File: src/rtl/lrsc_pkg.sv
// Shared types, codes and constants of the LED ring section controller.
// Used by the interfaces, every module and the top level; depends on nothing.
`timescale 1ns / 1ps

package lrsc_pkg;

   localparam int NUM_LEDS    = 8;
   localparam int LEVEL_WIDTH = 16;

   // Item kinds.
   localparam logic REQ_PRESS = 1'b0;
   localparam logic REQ_WRITE = 1'b1;

   // Button codes.
   localparam logic [2:0] BTN_ENABLE   = 3'd0;
   localparam logic [2:0] BTN_BRIGHTER = 3'd1;
   localparam logic [2:0] BTN_DIMMER   = 3'd2;
   localparam logic [2:0] BTN_MODE     = 3'd3;
   localparam logic [2:0] BTN_SIZE     = 3'd4;
   localparam logic [2:0] BTN_ROTATE   = 3'd5;

   // Parameter select codes.
   localparam logic [2:0] PARAM_ENABLE   = 3'd0;
   localparam logic [2:0] PARAM_BRIGHT   = 3'd1;
   localparam logic [2:0] PARAM_COUNT    = 3'd2;
   localparam logic [2:0] PARAM_SIZE     = 3'd3;
   localparam logic [2:0] PARAM_ROTATION = 3'd4;

   localparam logic [3:0] BRIGHT_MAX     = 4'd9;
   localparam logic [3:0] SIZE_FULL      = 4'd8;
   localparam logic [3:0] SIZE_MODE_INIT = 4'd2;
   localparam logic [3:0] SIZE_ONE_WRAP  = 4'd6;
   localparam logic [3:0] SIZE_TWO_WRAP  = 4'd2;
   localparam logic [2:0] COUNT_ONE      = 3'd1;
   localparam logic [2:0] COUNT_TWO      = 3'd2;
   localparam logic [2:0] COUNT_FOUR     = 3'd4;

   typedef struct packed {
      logic       lights_on;
      logic [3:0] bright_step;
      logic [2:0] sect_count;
      logic [3:0] sect_size;
      logic [2:0] sect_rotation;
   } settings_type;

   localparam settings_type SETTINGS_RESET = '{
      lights_on:     1'b1,
      bright_step:   4'd2,
      sect_count:    3'd1,
      sect_size:     4'd8,
      sect_rotation: 3'd0
   };

   typedef logic [NUM_LEDS-1:0][LEVEL_WIDTH-1:0] level_vec_type;

   typedef struct packed {
      level_vec_type level;
      logic          param_rejected;
      logic          limit_hit;
   } result_type;

   // PWM level for each brightness step; steps past the table give 0.
   function automatic logic [LEVEL_WIDTH-1:0] level_of(input logic [3:0] step);
      logic [LEVEL_WIDTH-1:0] value;
      unique case (step)
         4'd0:    value = 16'd44;
         4'd1:    value = 16'd100;
         4'd2:    value = 16'd224;
         4'd3:    value = 16'd505;
         4'd4:    value = 16'd1136;
         4'd5:    value = 16'd2557;
         4'd6:    value = 16'd5753;
         4'd7:    value = 16'd12946;
         4'd8:    value = 16'd29127;
         4'd9:    value = 16'd65535;
         default: value = '0;
      endcase
      return value;
   endfunction

endpackage

File: src/rtl/lrsc_if.sv
// Valid/ready channel interfaces for the request and response sides.
// Depends on lrsc_pkg for the level width.
`timescale 1ns / 1ps

interface lrsc_req_if;
   logic        valid;
   logic        ready;
   logic        req_type;
   logic [2:0]  button;
   logic [2:0]  param_select;
   logic [15:0] param_value;

   modport source (output valid, req_type, button, param_select, param_value,
                   input ready);
   modport sink   (input valid, req_type, button, param_select, param_value,
                   output ready);
endinterface

interface lrsc_rsp_if;
   logic                             valid;
   logic                             ready;
   logic [lrsc_pkg::LEVEL_WIDTH-1:0] level_0;
   logic [lrsc_pkg::LEVEL_WIDTH-1:0] level_1;
   logic [lrsc_pkg::LEVEL_WIDTH-1:0] level_2;
   logic [lrsc_pkg::LEVEL_WIDTH-1:0] level_3;
   logic [lrsc_pkg::LEVEL_WIDTH-1:0] level_4;
   logic [lrsc_pkg::LEVEL_WIDTH-1:0] level_5;
   logic [lrsc_pkg::LEVEL_WIDTH-1:0] level_6;
   logic [lrsc_pkg::LEVEL_WIDTH-1:0] level_7;
   logic                             param_rejected;
   logic                             limit_hit;

   modport source (output valid, level_0, level_1, level_2, level_3, level_4,
                   level_5, level_6, level_7, param_rejected, limit_hit,
                   input ready);
   modport sink   (input valid, level_0, level_1, level_2, level_3, level_4,
                   level_5, level_6, level_7, param_rejected, limit_hit,
                   output ready);
endinterface

File: src/rtl/lrsc_ctrl.sv
// Settings registers with button and parameter-write update logic.
// Depends on lrsc_pkg.
`timescale 1ns / 1ps

module lrsc_ctrl (
   input  logic                   clock,
   input  logic                   reset,
   input  logic                   req_fire,
   input  logic                   req_type,
   input  logic [2:0]             button,
   input  logic [2:0]             param_select,
   input  logic [15:0]            param_value,
   output lrsc_pkg::settings_type next_settings,
   output logic                   param_rejected,
   output logic                   limit_hit
);

   lrsc_pkg::settings_type settings_ff;
   lrsc_pkg::settings_type settings_in;

   always_comb begin
      settings_in    = settings_ff;
      param_rejected = 1'b0;
      limit_hit      = 1'b0;
      if (req_type == lrsc_pkg::REQ_WRITE) begin
         unique case (param_select)
            lrsc_pkg::PARAM_ENABLE: begin
               settings_in.lights_on = |param_value;
            end
            lrsc_pkg::PARAM_BRIGHT: begin
               if (param_value > 16'(lrsc_pkg::BRIGHT_MAX)) begin
                  param_rejected = 1'b1;
               end else begin
                  settings_in.bright_step = param_value[3:0];
               end
            end
            lrsc_pkg::PARAM_COUNT: begin
               if (param_value == 16'(lrsc_pkg::COUNT_ONE) ||
                   param_value == 16'(lrsc_pkg::COUNT_TWO) ||
                   param_value == 16'(lrsc_pkg::COUNT_FOUR)) begin
                  settings_in.sect_count = param_value[2:0];
               end else begin
                  param_rejected = 1'b1;
               end
            end
            lrsc_pkg::PARAM_SIZE: begin
               if (param_value == 16'd0 ||
                   param_value > 16'(lrsc_pkg::SIZE_FULL)) begin
                  param_rejected = 1'b1;
               end else begin
                  settings_in.sect_size = param_value[3:0];
               end
            end
            lrsc_pkg::PARAM_ROTATION: begin
               if (param_value > 16'd7) begin
                  param_rejected = 1'b1;
               end else begin
                  settings_in.sect_rotation = param_value[2:0];
               end
            end
            default: begin
               param_rejected = 1'b1;
            end
         endcase
      end else begin
         if (button == lrsc_pkg::BTN_ENABLE) begin
            settings_in.lights_on = ~settings_ff.lights_on;
         end else if (settings_ff.lights_on) begin
            unique case (button)
               lrsc_pkg::BTN_BRIGHTER: begin
                  if (settings_ff.bright_step < lrsc_pkg::BRIGHT_MAX) begin
                     settings_in.bright_step = settings_ff.bright_step + 4'd1;
                  end else begin
                     limit_hit = 1'b1;
                  end
               end
               lrsc_pkg::BTN_DIMMER: begin
                  if (settings_ff.bright_step != 4'd0) begin
                     settings_in.bright_step = settings_ff.bright_step - 4'd1;
                  end else begin
                     limit_hit = 1'b1;
                  end
               end
               lrsc_pkg::BTN_MODE: begin
                  if (settings_ff.sect_count == lrsc_pkg::COUNT_ONE &&
                      settings_ff.sect_size == lrsc_pkg::SIZE_FULL) begin
                     settings_in.sect_size = lrsc_pkg::SIZE_MODE_INIT;
                  end else if (settings_ff.sect_count == lrsc_pkg::COUNT_ONE &&
                               settings_ff.sect_size < lrsc_pkg::SIZE_FULL) begin
                     settings_in.sect_count = lrsc_pkg::COUNT_TWO;
                     settings_in.sect_size  = lrsc_pkg::SIZE_MODE_INIT;
                  end else begin
                     settings_in.sect_count = lrsc_pkg::COUNT_ONE;
                     settings_in.sect_size  = lrsc_pkg::SIZE_FULL;
                  end
               end
               lrsc_pkg::BTN_SIZE: begin
                  // A single section cycles 1..6, a pair of sections cycles 1..2.
                  if (settings_ff.sect_count == lrsc_pkg::COUNT_ONE &&
                      settings_ff.sect_size < lrsc_pkg::SIZE_FULL) begin
                     settings_in.sect_size =
                        (settings_ff.sect_size >= lrsc_pkg::SIZE_ONE_WRAP) ?
                        4'd1 : settings_ff.sect_size + 4'd1;
                  end else if (settings_ff.sect_count == lrsc_pkg::COUNT_TWO) begin
                     settings_in.sect_size =
                        (settings_ff.sect_size >= lrsc_pkg::SIZE_TWO_WRAP) ?
                        4'd1 : settings_ff.sect_size + 4'd1;
                  end
               end
               lrsc_pkg::BTN_ROTATE: begin
                  settings_in.sect_rotation = settings_ff.sect_rotation + 3'd1;
               end
               default: begin
               end
            endcase
         end
      end
   end

   assign next_settings = settings_in;

   always_ff @(posedge clock) begin
      if (reset) begin
         settings_ff <= lrsc_pkg::SETTINGS_RESET;
      end else if (req_fire) begin
         settings_ff <= settings_in;
      end
   end

   // A refused write leaves every setting as it was.
   assert property (@(posedge clock) disable iff (reset)
      req_fire && param_rejected |=> $stable(settings_ff))
      else $error("refused write changed the settings");

   // A press at a brightness limit leaves the step alone.
   assert property (@(posedge clock) disable iff (reset)
      req_fire && limit_hit |=> $stable(settings_ff.bright_step))
      else $error("brightness moved past its limit");

   // Settings only move when an item is taken.
   assert property (@(posedge clock) disable iff (reset)
      !req_fire |=> $stable(settings_ff))
      else $error("settings changed without an item");

   // The update logic keeps the section count on one of its legal values.
   assert property (@(posedge clock) disable iff (reset)
      settings_ff.sect_count == lrsc_pkg::COUNT_ONE ||
      settings_ff.sect_count == lrsc_pkg::COUNT_TWO ||
      settings_ff.sect_count == lrsc_pkg::COUNT_FOUR)
      else $error("illegal section count held");

endmodule

File: src/rtl/lrsc_level_map.sv
// Maps the settings to a lit pattern around the ring and a PWM level per LED.
// Depends on lrsc_pkg.
`timescale 1ns / 1ps

module lrsc_level_map (
   input  lrsc_pkg::settings_type  settings,
   output lrsc_pkg::level_vec_type level
);

   logic [2:0]                       eff_count;
   logic [3:0]                       eff_size;
   logic [2:0]                       half_size;
   logic [2:0]                       stride;
   logic [2:0]                       start;
   logic [2:0]                       pos_offset;
   logic [lrsc_pkg::NUM_LEDS-1:0]    lit;
   logic [lrsc_pkg::LEVEL_WIDTH-1:0] on_level;

   always_comb begin
      eff_count = (settings.sect_count == lrsc_pkg::COUNT_TWO ||
                   settings.sect_count == lrsc_pkg::COUNT_FOUR) ?
                  settings.sect_count : lrsc_pkg::COUNT_ONE;
      eff_size  = (settings.sect_size == 4'd0 ||
                   settings.sect_size > lrsc_pkg::SIZE_FULL) ?
                  lrsc_pkg::SIZE_FULL : settings.sect_size;
      half_size = eff_size[3:1];
      // Distance between section starts is the ring size over the count.
      unique case (eff_count)
         lrsc_pkg::COUNT_FOUR: stride = 3'd2;
         lrsc_pkg::COUNT_TWO:  stride = 3'd4;
         default:              stride = 3'd0;
      endcase
      start      = '0;
      pos_offset = '0;
      lit        = '0;
      for (int k = 0; k < 4; k++) begin
         start = 3'(settings.sect_rotation - half_size + 3'(3'(k) * stride));
         for (int p = 0; p < lrsc_pkg::NUM_LEDS; p++) begin
            pos_offset = 3'(3'(p) - start);
            if (3'(k) < eff_count && {1'b0, pos_offset} < eff_size) begin
               lit[p] = 1'b1;
            end
         end
      end
      on_level = settings.lights_on ? lrsc_pkg::level_of(settings.bright_step) : '0;
      for (int p = 0; p < lrsc_pkg::NUM_LEDS; p++) begin
         level[p] = lit[p] ? on_level : '0;
      end
   end

endmodule

File: src/rtl/lrsc_skid.sv
// Two-entry output buffer: a result register plus one skid register.
// Depends on lrsc_pkg for the result type.
`timescale 1ns / 1ps

module lrsc_skid (
   input  logic                 clock,
   input  logic                 reset,
   input  logic                 in_valid,
   output logic                 in_ready,
   input  lrsc_pkg::result_type in_data,
   output logic                 out_valid,
   input  logic                 out_ready,
   output lrsc_pkg::result_type out_data
);

   logic                 out_valid_ff;
   logic                 skid_valid_ff;
   lrsc_pkg::result_type out_data_ff;
   lrsc_pkg::result_type skid_data_ff;
   logic                 in_fire;
   logic                 out_fire;

   assign in_ready  = ~skid_valid_ff;
   assign in_fire   = in_valid & in_ready;
   assign out_fire  = out_valid_ff & out_ready;
   assign out_valid = out_valid_ff;
   assign out_data  = out_data_ff;

   always_ff @(posedge clock) begin
      if (reset) begin
         out_valid_ff  <= 1'b0;
         skid_valid_ff <= 1'b0;
      end else if (skid_valid_ff) begin
         if (out_fire) begin
            out_data_ff   <= skid_data_ff;
            skid_valid_ff <= 1'b0;
         end
      end else if (in_fire) begin
         if (!out_valid_ff || out_ready) begin
            out_data_ff  <= in_data;
            out_valid_ff <= 1'b1;
         end else begin
            skid_data_ff  <= in_data;
            skid_valid_ff <= 1'b1;
         end
      end else if (out_fire) begin
         out_valid_ff <= 1'b0;
      end
   end

   // The skid register only fills behind a held result.
   assert property (@(posedge clock) disable iff (reset)
      skid_valid_ff |-> out_valid_ff)
      else $error("skid entry without a result ahead of it");

   // A result that waits keeps its contents.
   assert property (@(posedge clock) disable iff (reset)
      out_valid_ff && !out_ready |=> out_valid_ff && $stable(out_data_ff))
      else $error("waiting result was lost or changed");

endmodule

File: src/rtl/led_ring_section_controller_top.sv
// Top level of the LED ring section controller.
// Depends on lrsc_pkg, lrsc_if, lrsc_ctrl, lrsc_level_map and lrsc_skid.
`timescale 1ns / 1ps

// Channel   Direction  Carries
// req_chan  in         one item: press (button) or write (param_select, param_value)
// rsp_chan  out        one item per request: level_0..level_7, param_rejected, limit_hit
//
// Every request item produces exactly one response item. A request can be accepted
// in every cycle while the skid register is empty; the update of the settings and
// the ring mapping both finish in the accepting cycle, and the result is registered
// in the response register. Reset (synchronous, active high) restores enable
// on, step 2, one section of size 8, orientation 0, and empties the output.
// When the response side stalls, one more item is absorbed into a skid register
// and req_chan.ready then drops until the waiting response is taken.

module led_ring_section_controller_top (
   input logic        clock,
   input logic        reset,
   lrsc_req_if.sink   req_chan,
   lrsc_rsp_if.source rsp_chan
);

   logic                   req_fire;
   logic                   param_rejected;
   logic                   limit_hit;
   lrsc_pkg::settings_type next_settings;
   lrsc_pkg::level_vec_type level;
   lrsc_pkg::result_type   result;
   lrsc_pkg::result_type   rsp_data;

   assign req_fire = req_chan.valid & req_chan.ready;

   // The settings register updates on each accepted item; the next value is
   // what the response is computed from, so the result reflects this item.
   lrsc_ctrl u_ctrl (
      .clock          (clock),
      .reset          (reset),
      .req_fire       (req_fire),
      .req_type       (req_chan.req_type),
      .button         (req_chan.button),
      .param_select   (req_chan.param_select),
      .param_value    (req_chan.param_value),
      .next_settings  (next_settings),
      .param_rejected (param_rejected),
      .limit_hit      (limit_hit)
   );

   lrsc_level_map u_level_map (
      .settings (next_settings),
      .level    (level)
   );

   assign result.level          = level;
   assign result.param_rejected = param_rejected;
   assign result.limit_hit      = limit_hit;

   // The output buffer decides when a request may be taken.
   lrsc_skid u_skid (
      .clock     (clock),
      .reset     (reset),
      .in_valid  (req_chan.valid),
      .in_ready  (req_chan.ready),
      .in_data   (result),
      .out_valid (rsp_chan.valid),
      .out_ready (rsp_chan.ready),
      .out_data  (rsp_data)
   );

   assign rsp_chan.level_0        = rsp_data.level[0];
   assign rsp_chan.level_1        = rsp_data.level[1];
   assign rsp_chan.level_2        = rsp_data.level[2];
   assign rsp_chan.level_3        = rsp_data.level[3];
   assign rsp_chan.level_4        = rsp_data.level[4];
   assign rsp_chan.level_5        = rsp_data.level[5];
   assign rsp_chan.level_6        = rsp_data.level[6];
   assign rsp_chan.level_7        = rsp_data.level[7];
   assign rsp_chan.param_rejected = rsp_data.param_rejected;
   assign rsp_chan.limit_hit      = rsp_data.limit_hit;

endmodule

File: src/flat_wrapper.sv
// flat-port wrapper written by rule: the top's interface ports become plain ports
module led_ring_section_controller_top_flat 
  (clock, reset, req_chan_valid, req_chan_req_type, req_chan_button, req_chan_param_select, req_chan_param_value, req_chan_ready, rsp_chan_valid, rsp_chan_level_0, rsp_chan_level_1, rsp_chan_level_2, rsp_chan_level_3, rsp_chan_level_4, rsp_chan_level_5, rsp_chan_level_6, rsp_chan_level_7, rsp_chan_param_rejected, rsp_chan_limit_hit, rsp_chan_ready);
  lrsc_req_if req_chan_i ();
  lrsc_rsp_if rsp_chan_i ();
  input logic clock;
  input logic reset;
  input wire logic [$bits(req_chan_i.valid)-1:0] req_chan_valid;
  input wire logic [$bits(req_chan_i.req_type)-1:0] req_chan_req_type;
  input wire logic [$bits(req_chan_i.button)-1:0] req_chan_button;
  input wire logic [$bits(req_chan_i.param_select)-1:0] req_chan_param_select;
  input wire logic [$bits(req_chan_i.param_value)-1:0] req_chan_param_value;
  output wire logic [$bits(req_chan_i.ready)-1:0] req_chan_ready;
  output wire logic [$bits(rsp_chan_i.valid)-1:0] rsp_chan_valid;
  output wire logic [$bits(rsp_chan_i.level_0)-1:0] rsp_chan_level_0;
  output wire logic [$bits(rsp_chan_i.level_1)-1:0] rsp_chan_level_1;
  output wire logic [$bits(rsp_chan_i.level_2)-1:0] rsp_chan_level_2;
  output wire logic [$bits(rsp_chan_i.level_3)-1:0] rsp_chan_level_3;
  output wire logic [$bits(rsp_chan_i.level_4)-1:0] rsp_chan_level_4;
  output wire logic [$bits(rsp_chan_i.level_5)-1:0] rsp_chan_level_5;
  output wire logic [$bits(rsp_chan_i.level_6)-1:0] rsp_chan_level_6;
  output wire logic [$bits(rsp_chan_i.level_7)-1:0] rsp_chan_level_7;
  output wire logic [$bits(rsp_chan_i.param_rejected)-1:0] rsp_chan_param_rejected;
  output wire logic [$bits(rsp_chan_i.limit_hit)-1:0] rsp_chan_limit_hit;
  input wire logic [$bits(rsp_chan_i.ready)-1:0] rsp_chan_ready;
  assign req_chan_i.valid = req_chan_valid;
  assign req_chan_i.req_type = req_chan_req_type;
  assign req_chan_i.button = req_chan_button;
  assign req_chan_i.param_select = req_chan_param_select;
  assign req_chan_i.param_value = req_chan_param_value;
  assign req_chan_ready = req_chan_i.ready;
  assign rsp_chan_valid = rsp_chan_i.valid;
  assign rsp_chan_level_0 = rsp_chan_i.level_0;
  assign rsp_chan_level_1 = rsp_chan_i.level_1;
  assign rsp_chan_level_2 = rsp_chan_i.level_2;
  assign rsp_chan_level_3 = rsp_chan_i.level_3;
  assign rsp_chan_level_4 = rsp_chan_i.level_4;
  assign rsp_chan_level_5 = rsp_chan_i.level_5;
  assign rsp_chan_level_6 = rsp_chan_i.level_6;
  assign rsp_chan_level_7 = rsp_chan_i.level_7;
  assign rsp_chan_param_rejected = rsp_chan_i.param_rejected;
  assign rsp_chan_limit_hit = rsp_chan_i.limit_hit;
  assign rsp_chan_i.ready = rsp_chan_ready;
  led_ring_section_controller_top u_core (.clock(clock), .reset(reset), .req_chan(req_chan_i), .rsp_chan(rsp_chan_i));
endmodule
File: config.mk
export PLATFORM = sky130hd
export DESIGN_NAME = led_ring_section_controller_top_flat
export DESIGN_NICKNAME = d
export VERILOG_FILES = /design/src/rtl/lrsc_pkg.sv /design/src/rtl/lrsc_if.sv /design/src/rtl/lrsc_ctrl.sv /design/src/rtl/lrsc_level_map.sv /design/src/rtl/lrsc_skid.sv /design/src/rtl/led_ring_section_controller_top.sv /design/src/flat_wrapper.sv
export SDC_FILE = /design/constraint.sdc
export NUM_CORES = 1
export LEC_CHECK = 0
export ABC_CLOCK_PERIOD_IN_PS = 16400
export BUFFER_PORTS_ARGS = -buffer_cell sky130_fd_sc_hd__buf_2
export CELL_PAD_IN_SITES_DETAIL_PLACEMENT = 2
export CELL_PAD_IN_SITES_GLOBAL_PLACEMENT = 2
export CORE_MARGIN = 2
export CORE_UTILIZATION = 42
export CTS_CLUSTER_DIAMETER = 200
export DETAILED_ROUTE_END_ITERATION = 10
export PLACE_DENSITY = 0.95
export SYNTH_ARGS = -nofsm -noshare
export SYNTH_HDL_FRONTEND = slang
export SYNTH_SLANG_ARGS = --single-unit
File: constraint.sdc
create_clock -name clock -period 16.4 [get_ports clock]
set_input_delay 0.82 -clock clock [delete_from_list [all_inputs] [get_ports clock]]
set_output_delay 0.82 -clock clock [all_outputs]
set_load 0.03 [all_outputs]
* Word level (Yosys, flattened, before mapping)
Memory sizes are Yosys's and may differ from the RTL's.
Index checks and enable logic that the tools add are counted.
** Storage, ports and cells
- Flip-flop bits (word level) :: 277
- Bits in read-only memories :: 256
- Bits of input ports :: 27
- Output and inout bits :: 132
- Word-level logic and storage cells :: 286
- Memories :: 1
** Cells by class
- Add/subtract/negate cells :: 40
- Multipliers :: 1
- Magnitude comparators :: 44
- Equal/unequal tests :: 21
- Muxes and demuxes :: 93
- Bitwise operators :: 6
- Reduce and logical (&&, ||, !) cells :: 53
** Memory list
- (no name shown) :: depth 16, bits a word 16, read ports 1, clocked after memory_dff 0, write ports 0, line lrsc_pkg.sv:65 : unique case (step)
** Operator list (count)
- 130-bit 2-to-1 mux :: 4
- 16-bit 2-to-1 mux :: 9
- 3-bit by 4-bit less-than comparator with 1-bit output :: 32
- 1-bit 2-to-1 mux :: 51
- 4-bit 2-to-1 mux :: 12
- 3-bit subtractor, first input constant :: 16
- 1-bit logical AND :: 34
- 16-bit by 4-bit > comparator with 1-bit output, second input constant :: 2
- 14-bit 2-to-1 mux :: 2
- 3-bit 2-to-1 mux :: 8
- 1-bit by 3-bit subtractor with 3-bit output, first input constant :: 8
- 2-bit by 3-bit subtractor with 3-bit output, first input constant :: 8
- 3-bit by 2-bit == test with 1-bit output, second input constant :: 7
- 16-bit by 1-bit == test with 1-bit output, second input constant :: 1
- 16-bit by 2-bit == test with 1-bit output, second input constant :: 1
- 16-bit by 3-bit == test with 1-bit output, second input constant :: 1
- 16-bit by 3-bit > comparator with 1-bit output, second input constant :: 1
- 16-bit logical NOT :: 1
- 4-bit one-hot mux with 2 select lines :: 2
- 16-bit OR reduction :: 1
- 3-bit == test, second input constant :: 5
- 15-bit 2-to-1 mux :: 1
- 3-bit adder :: 3
- 3-bit by 1-bit == test with 1-bit output, second input constant :: 3
- 28 further kinds :: 45

* Depth between registers and ports, before layout
- Word-level depth :: 24
- Mapped depth :: 23
- Gate-level depth less buffers :: 22

* By module
From an unflattened synthesis, not the netlist that was laid out.
** Second synthesis, totals
- Cells, all modules :: 1036
- Area, all modules :: 13812.0 sq um
** Modules (own cells, without submodules)
- lrsc_skid :: times used 1, cells an instance 418, area each 9510.4 sq um, sequential area each 7847.5 sq um
- lrsc_level_map :: times used 1, cells an instance 374, area each 2529.9 sq um, sequential area each 0.0 sq um
- lrsc_ctrl :: times used 1, cells an instance 243, area each 1765.4 sq um, sequential area each 300.3 sq um
- led_ring_section_controller_top :: times used 1, cells an instance 1, area each 6.3 sq um, sequential area each 0.0 sq um

* Worst setup path after synthesis
OpenSTA, ideal clock, no wires.
- Path type :: input port to flip-flop
- From :: input req_chan_valid
- To :: register u_core.u_skid.skid_data_ff[0] in the netlist's numbering, enable pin
- Setup time :: 0.778 ns
- Arrival :: 10.095 ns
- Required time :: 15.622 ns
- Path slack :: 5.528 ns
- Stages on the path :: 3
- Buffers on the path :: 1
- Cells stage by stage :: nand2_1 clkbuf_1 nor3b_1
** On the way
- Word-level cells in the longest chain between the ends :: 2
** RTL lines
- start, declared :: line flat_wrapper.sv:8 : input wire logic [$bits(req_chan_i.valid)-1:0] req_chan_valid;
- 1-bit bitwise AND :: line lrsc_skid.sv:24 : assign in_fire = in_valid & in_ready;
- 4-bit AND reduction (no source line)
- end signal, assigned :: line lrsc_skid.sv:43 : skid_data_ff <= in_data;
- end, declared :: line lrsc_skid.sv:19 : lrsc_pkg::result_type skid_data_ff;
No other way between the ends.
A chain may end at the register's enable or synchronous reset.

* Worst setup path after layout
- From :: register u_core.u_ctrl.settings_ff[4] in the netlist's numbering
- To :: register u_core.u_skid.out_data_ff (netlist bit u_core.u_skid.out_data[39]), data pin
** On the way
- Word-level cells in the longest chain between the ends :: 24
- Elaborated cells on any way between the ends :: 61
- Those cells by class :: add/sub: 9; mul: 1; order compare: 12; eq/ne: 5; mux: 25; reduce/logical: 9
** RTL lines
- start, declared :: line lrsc_ctrl.sv:18 : lrsc_pkg::settings_type settings_ff;
- start signal, assigned :: line lrsc_ctrl.sv:124 : settings_ff <= lrsc_pkg::SETTINGS_RESET;
- start signal, assigned :: line lrsc_ctrl.sv:126 : settings_ff <= settings_in;
- 4-bit less-than comparator :: line lrsc_ctrl.sv:89, lrsc_ctrl.sv:100
- 1-bit logical AND :: line lrsc_ctrl.sv:88, lrsc_ctrl.sv:99
- 6-bit 2-to-1 mux :: line lrsc_ctrl.sv:88 : end else if (settings_ff.sect_count == lrsc_pkg::COUNT_ONE &&
- 3-bit 2-to-1 mux :: line lrsc_ctrl.sv:85 : if (settings_ff.sect_count == lrsc_pkg::COUNT_ONE &&
- 3-bit 2-to-1 mux :: line lrsc_ctrl.sv:69 : unique case (button)
- 14-bit 2-to-1 mux :: line lrsc_ctrl.sv:68 : end else if (settings_ff.lights_on) begin
- 14-bit 2-to-1 mux :: line lrsc_ctrl.sv:66 : if (button == lrsc_pkg::BTN_ENABLE) begin
- 15-bit 2-to-1 mux (*) :: line lrsc_ctrl.sv:25 : if (req_type == lrsc_pkg::REQ_WRITE) begin
- branches (longest 11 deep; another with 3-bit by 4-bit less-than comparator with 1-bit output)
- 1-bit 2-to-1 mux (*) :: line lrsc_level_map.sv:40 : if (3'(k) < eff_count && {1'b0, pos_offset} < eff_size) begin
- 16-bit 2-to-1 mux (*) :: line lrsc_level_map.sv:47 : level[p] = lit[p] ? on_level : '0;
- 130-bit 2-to-1 mux (*) :: line lrsc_skid.sv:39 : if (!out_valid_ff || out_ready) begin
- 130-bit 2-to-1 mux (*) :: line lrsc_skid.sv:38 : end else if (in_fire) begin
- 130-bit 2-to-1 mux (*) :: line lrsc_skid.sv:33 : end else if (skid_valid_ff) begin
- end signal, assigned :: line lrsc_skid.sv:35 : out_data_ff <= skid_data_ff;
- end signal, assigned :: line lrsc_skid.sv:40 : out_data_ff <= in_data;
- end, declared :: line lrsc_skid.sv:18 : lrsc_pkg::result_type out_data_ff;
Every way passes the cells marked *. The select of a mux whose other input is x is not followed.

==> flow_metrics.env <==
export IMPL_path_cells="inv_1, ha_1, nand2b_1, a2111oi_0, a2bb2oi_1, nor3b_4, nand2_1, inv_1, ha_1, fa_1, inv_1, ha_1, inv_1, ha_1, inv_1, ha_1, nor2_1, o2111ai_1, nand3_1, a21boi_0, o311a_1, o21ai_0"
export IMPL_hold_path_class="primary input to flip-flop"
export IMPL_period_share=0.450
export IMPL_dr_pass1_iters=5
export IMPL_die_area_sq_um=33400
export IMPL_async_flop_share=0
export IMPL_required_ns=16.65
export IMPL_insertion_delay_ns=0.57
export IMPL_synth_cell_types=89
export IMPL_worst_pin_slew_ns=1.41
export IMPL_cp_max_fo=25
export IMPL_clock_sinks=261
export IMPL_cts_htree_levels=1
export IMPL_syn2layout_area_growth_pct=14.4
export IMPL_coreArea_sq_um=31600
export IMPL_finalInstanceArea_sq_um=15400
export IMPL_overflow=0
export IMPL_final_nets=1398
export IMPL_grt_pass1_vias=12100
export IMPL_synthFlopType="edfxtp_1"
export IMPL_vias_per_cell=6.36
export IMPL_cts_tree="done"
export IMPL_synth_top_area_cell="edfxtp_1"
export IMPL_ctsHoldBuffers=0
export IMPL_cts_resized_gates=0
export IMPL_place_gp_congestion=0.854
export IMPL_min_period_ns=7.38
export IMPL_drv_cap=0
export IMPL_cts_buffer_depth=3
export IMPL_wl_microns=53600
export IMPL_die_w_microns=183
export IMPL_portBuffers=158
export IMPL_cts_inserted_buffers=28
export IMPL_antenna_cells=0
export IMPL_leakage_uw=0.00593
export IMPL_finalClockSkew_ns=0.0178
export IMPL_antenna_found_initial=0
export IMPL_synthesis_nets=1287
export IMPL_relSlewSlack=0.0542
export IMPL_cp_start_kind="flip-flop"
export IMPL_status="finished clean"
export IMPL_dpl_cell_area_sq_um=14500
export IMPL_p_per_area_nw_per_um2=121
export IMPL_final_cells=1734
export IMPL_via_count=11000
export IMPL_drc=0
export IMPL_io_pins=159
export IMPL_track_usage=0.319
export IMPL_dp_hpwl_microns=35300
export IMPL_drive_gt1_frac=0.186
export IMPL_fin_setup_tns_ns=0
export IMPL_dieHeight_microns=183
export IMPL_vdd_ir_drop_max_uv=70.9
export IMPL_grt_pass1_wl_microns=79300
export IMPL_synth_edf_count=244
export IMPL_fin_ws_ns=9.02
export IMPL_ys_seq_area_frac=0.570
export IMPL_dp_cells=1687
export IMPL_synth_area_leaders="edfxtp_1 (55%), ha_1 (5.1%), nor2_1 (4.2%), a21oi_1 (2.9%), nand2_1 (2.8%)"
export IMPL_grt_max_degree=96
export IMPL_maxSlewViolCount=0
export IMPL_wl_per_cell_microns=30.9
export IMPL_syn_area_per_cell_sq_um=11.2
export IMPL_cts_setup_buffers=0
export IMPL_rsz0062_at_grt="false"
export IMPL_antenna_left=0
export IMPL_hold_viol_final=0
export IMPL_cp_data_arrival_time_ns=7.63
export IMPL_fmax_ghz=0.136
export IMPL_dr_first_iter_drc_count=1080
export IMPL_setup_violations_final=0
export IMPL_netlist_instances=1204
export IMPL_num_rows=65
export IMPL_yosysWarningCount=0
export IMPL_root_buffer="clkbuf_16"
export IMPL_initial_core_util=0.426
export IMPL_yosys_register_bits=261
export IMPL_cp_slowest_stage_delay_ns=0.97
export IMPL_cpMaxStageDelayCell="o311a_1"
export IMPL_critPathCaptureType="flip-flop"
export IMPL_path_class="flip-flop to flip-flop"
export IMPL_place_ws_ns=8.74
export IMPL_synth_top_area_share=0.545
export IMPL_netlist_area_sq_um=13400
export IMPL_clkTransAtPathRegs_ns=0.07
synthesized netlist by cell type (8+ instances only):
cell type,number
a211oi_1,13
buf_4,10
clkbuf_1,54
xor2_1,9
nor4_1,8
a31oi_1,29
o211ai_1,8
a211o_1,9
nor3_1,16
a21oi_1,78
inv_1,42
a21o_1,21
nor2b_1,8
buf_2,21
a21boi_0,14
nand2b_1,23
and2_1,9
o21ai_0,61
a22o_1,20
nand3_1,15
nand2_1,99
dfxtp_1,17
edfxtp_1,244
buf_1,8
nor2_1,151
ha_1,55
and3_1,8
xnor2_1,17
final cells by class:
cell class | instances | area (sq um)
clock buffer | 35 | 727
multi-input combinational | 806 | 5200
inverter | 44 | 165
tap | 402 | 503
timing repair buffer | 174 | 911
sequential | 261 | 7670
clock inverter | 12 | 189
fill | 3185 | 16200
path summary, 6_finish.rpt:
kind | to | slack, ns | startpoint | cells past startpoint
worst min-delay path | u_core.u_skid.skid_valid_ff$_SDFF_PP0_ | 0.50 | rsp_chan_ready | 2
worst max register to register | u_core.u_skid.out_data[39]$_DFFE_PP_ | 9.02 | u_core.u_ctrl.settings_ff[4]$_SDFFE_PP0P_ | 22
worst max-delay path | u_core.u_skid.out_data[39]$_DFFE_PP_ | 9.02 | u_core.u_ctrl.settings_ff[4]$_SDFFE_PP0P_ | 22
worst min register to register | u_core.u_ctrl.settings_ff[2]$_SDFFE_PP0P_ | 0.54 | u_core.u_ctrl.settings_ff[2]$_SDFFE_PP0P_ | 2
power breakdown:
| part | internal (uW) | switching [uW] | total (uW) |
|---|---|---|---|
| Combinational | 114 | 286 | 399 |
| Sequential | 774 | 20.0 | 794 |
| Clock | 377 | 284 | 662 |
| Total | 1270 | 590 | 1860 |
sequential cells by signal, summed over array words and instances (netlist names):
signal	count
u_core.u_skid.skid_valid_ff	1
u_core.u_skid.skid_data_ff	122
u_core.u_ctrl.settings_ff	15
u_core.u_skid.out_valid	1
u_core.u_skid.out_data	122
critical path: cells and delay by family (launching register included):
family / cells / cell delay (ns)
adder cells (fa/ha/maj): 6 / 1.64
AO/OA/AOI/OAI: 6 / 3.27
AND/OR/NAND/NOR: 5 / 1.07
flip-flops: 1 / 0.38
buffers and inverters: 5 / 0.67
cell usage in the layout, fill, tap and decap left out, types with 9 or more instances in the layout:
| cell type | instances |
|---|---|
| xor2_1 | 9 |
| xnor2_1 | 17 |
| o21ai_0 | 61 |
| nor2_1 | 151 |
| a21boi_0 | 14 |
| nand2_1 | 99 |
| a31oi_1 | 29 |
| nand3_1 | 15 |
| a21oi_1 | 78 |
| a211oi_1 | 13 |
| inv_1 | 42 |
| a21o_1 | 21 |
| edfxtp_1 | 244 |
| clkbuf_16 | 28 |
| ha_1 | 55 |
| a22o_1 | 20 |
| nand2b_1 | 23 |
| buf_4 | 16 |
| nor3_1 | 15 |
| buf_2 | 158 |
| and2_1 | 9 |
| a211o_1 | 9 |
| dfxtp_1 | 16 |
routing by layer:
metal | GRT usage | vias up | wire length (microns)
li1 | - | 4664 | -
met1 | 0.368 | 5665 | 19800
met2 | 0.579 | 557 | 27700
met3 | 0.0401 | 149 | 2980
met4 | 0.170 | 0 | 3140
met5 | 0 | - | 0
per-stage QoR:
stage | hold slack [ns] | util | total power [uW]
after floorplan | 0.482 | - | 1050
after global placement | 0.506 | 0.458 | 1130
after detailed placement | 0.523 | 0.458 | 1180
after CTS | 0.484 | 0.487 | 1860
after global routing | 0.485 | 0.487 | 1910
final | 0.496 | 0.487 | 1860
logic make-up after synthesis:
| logic type | after synthesis | share of synthesized area |
|---|---|---|
| compound gates | 318 | 0.160 |
| xor+xnor | 30 | 0.0239 |
| fa+ha+maj | 56 | 0.0527 |
| buf+inv | 137 | 0.0430 |
| flops | 261 | 0.570 |
| mux | 5 | 0.00391 |
| simple gates | 397 | 0.146 |
Power figures use the tool's default switching activity.
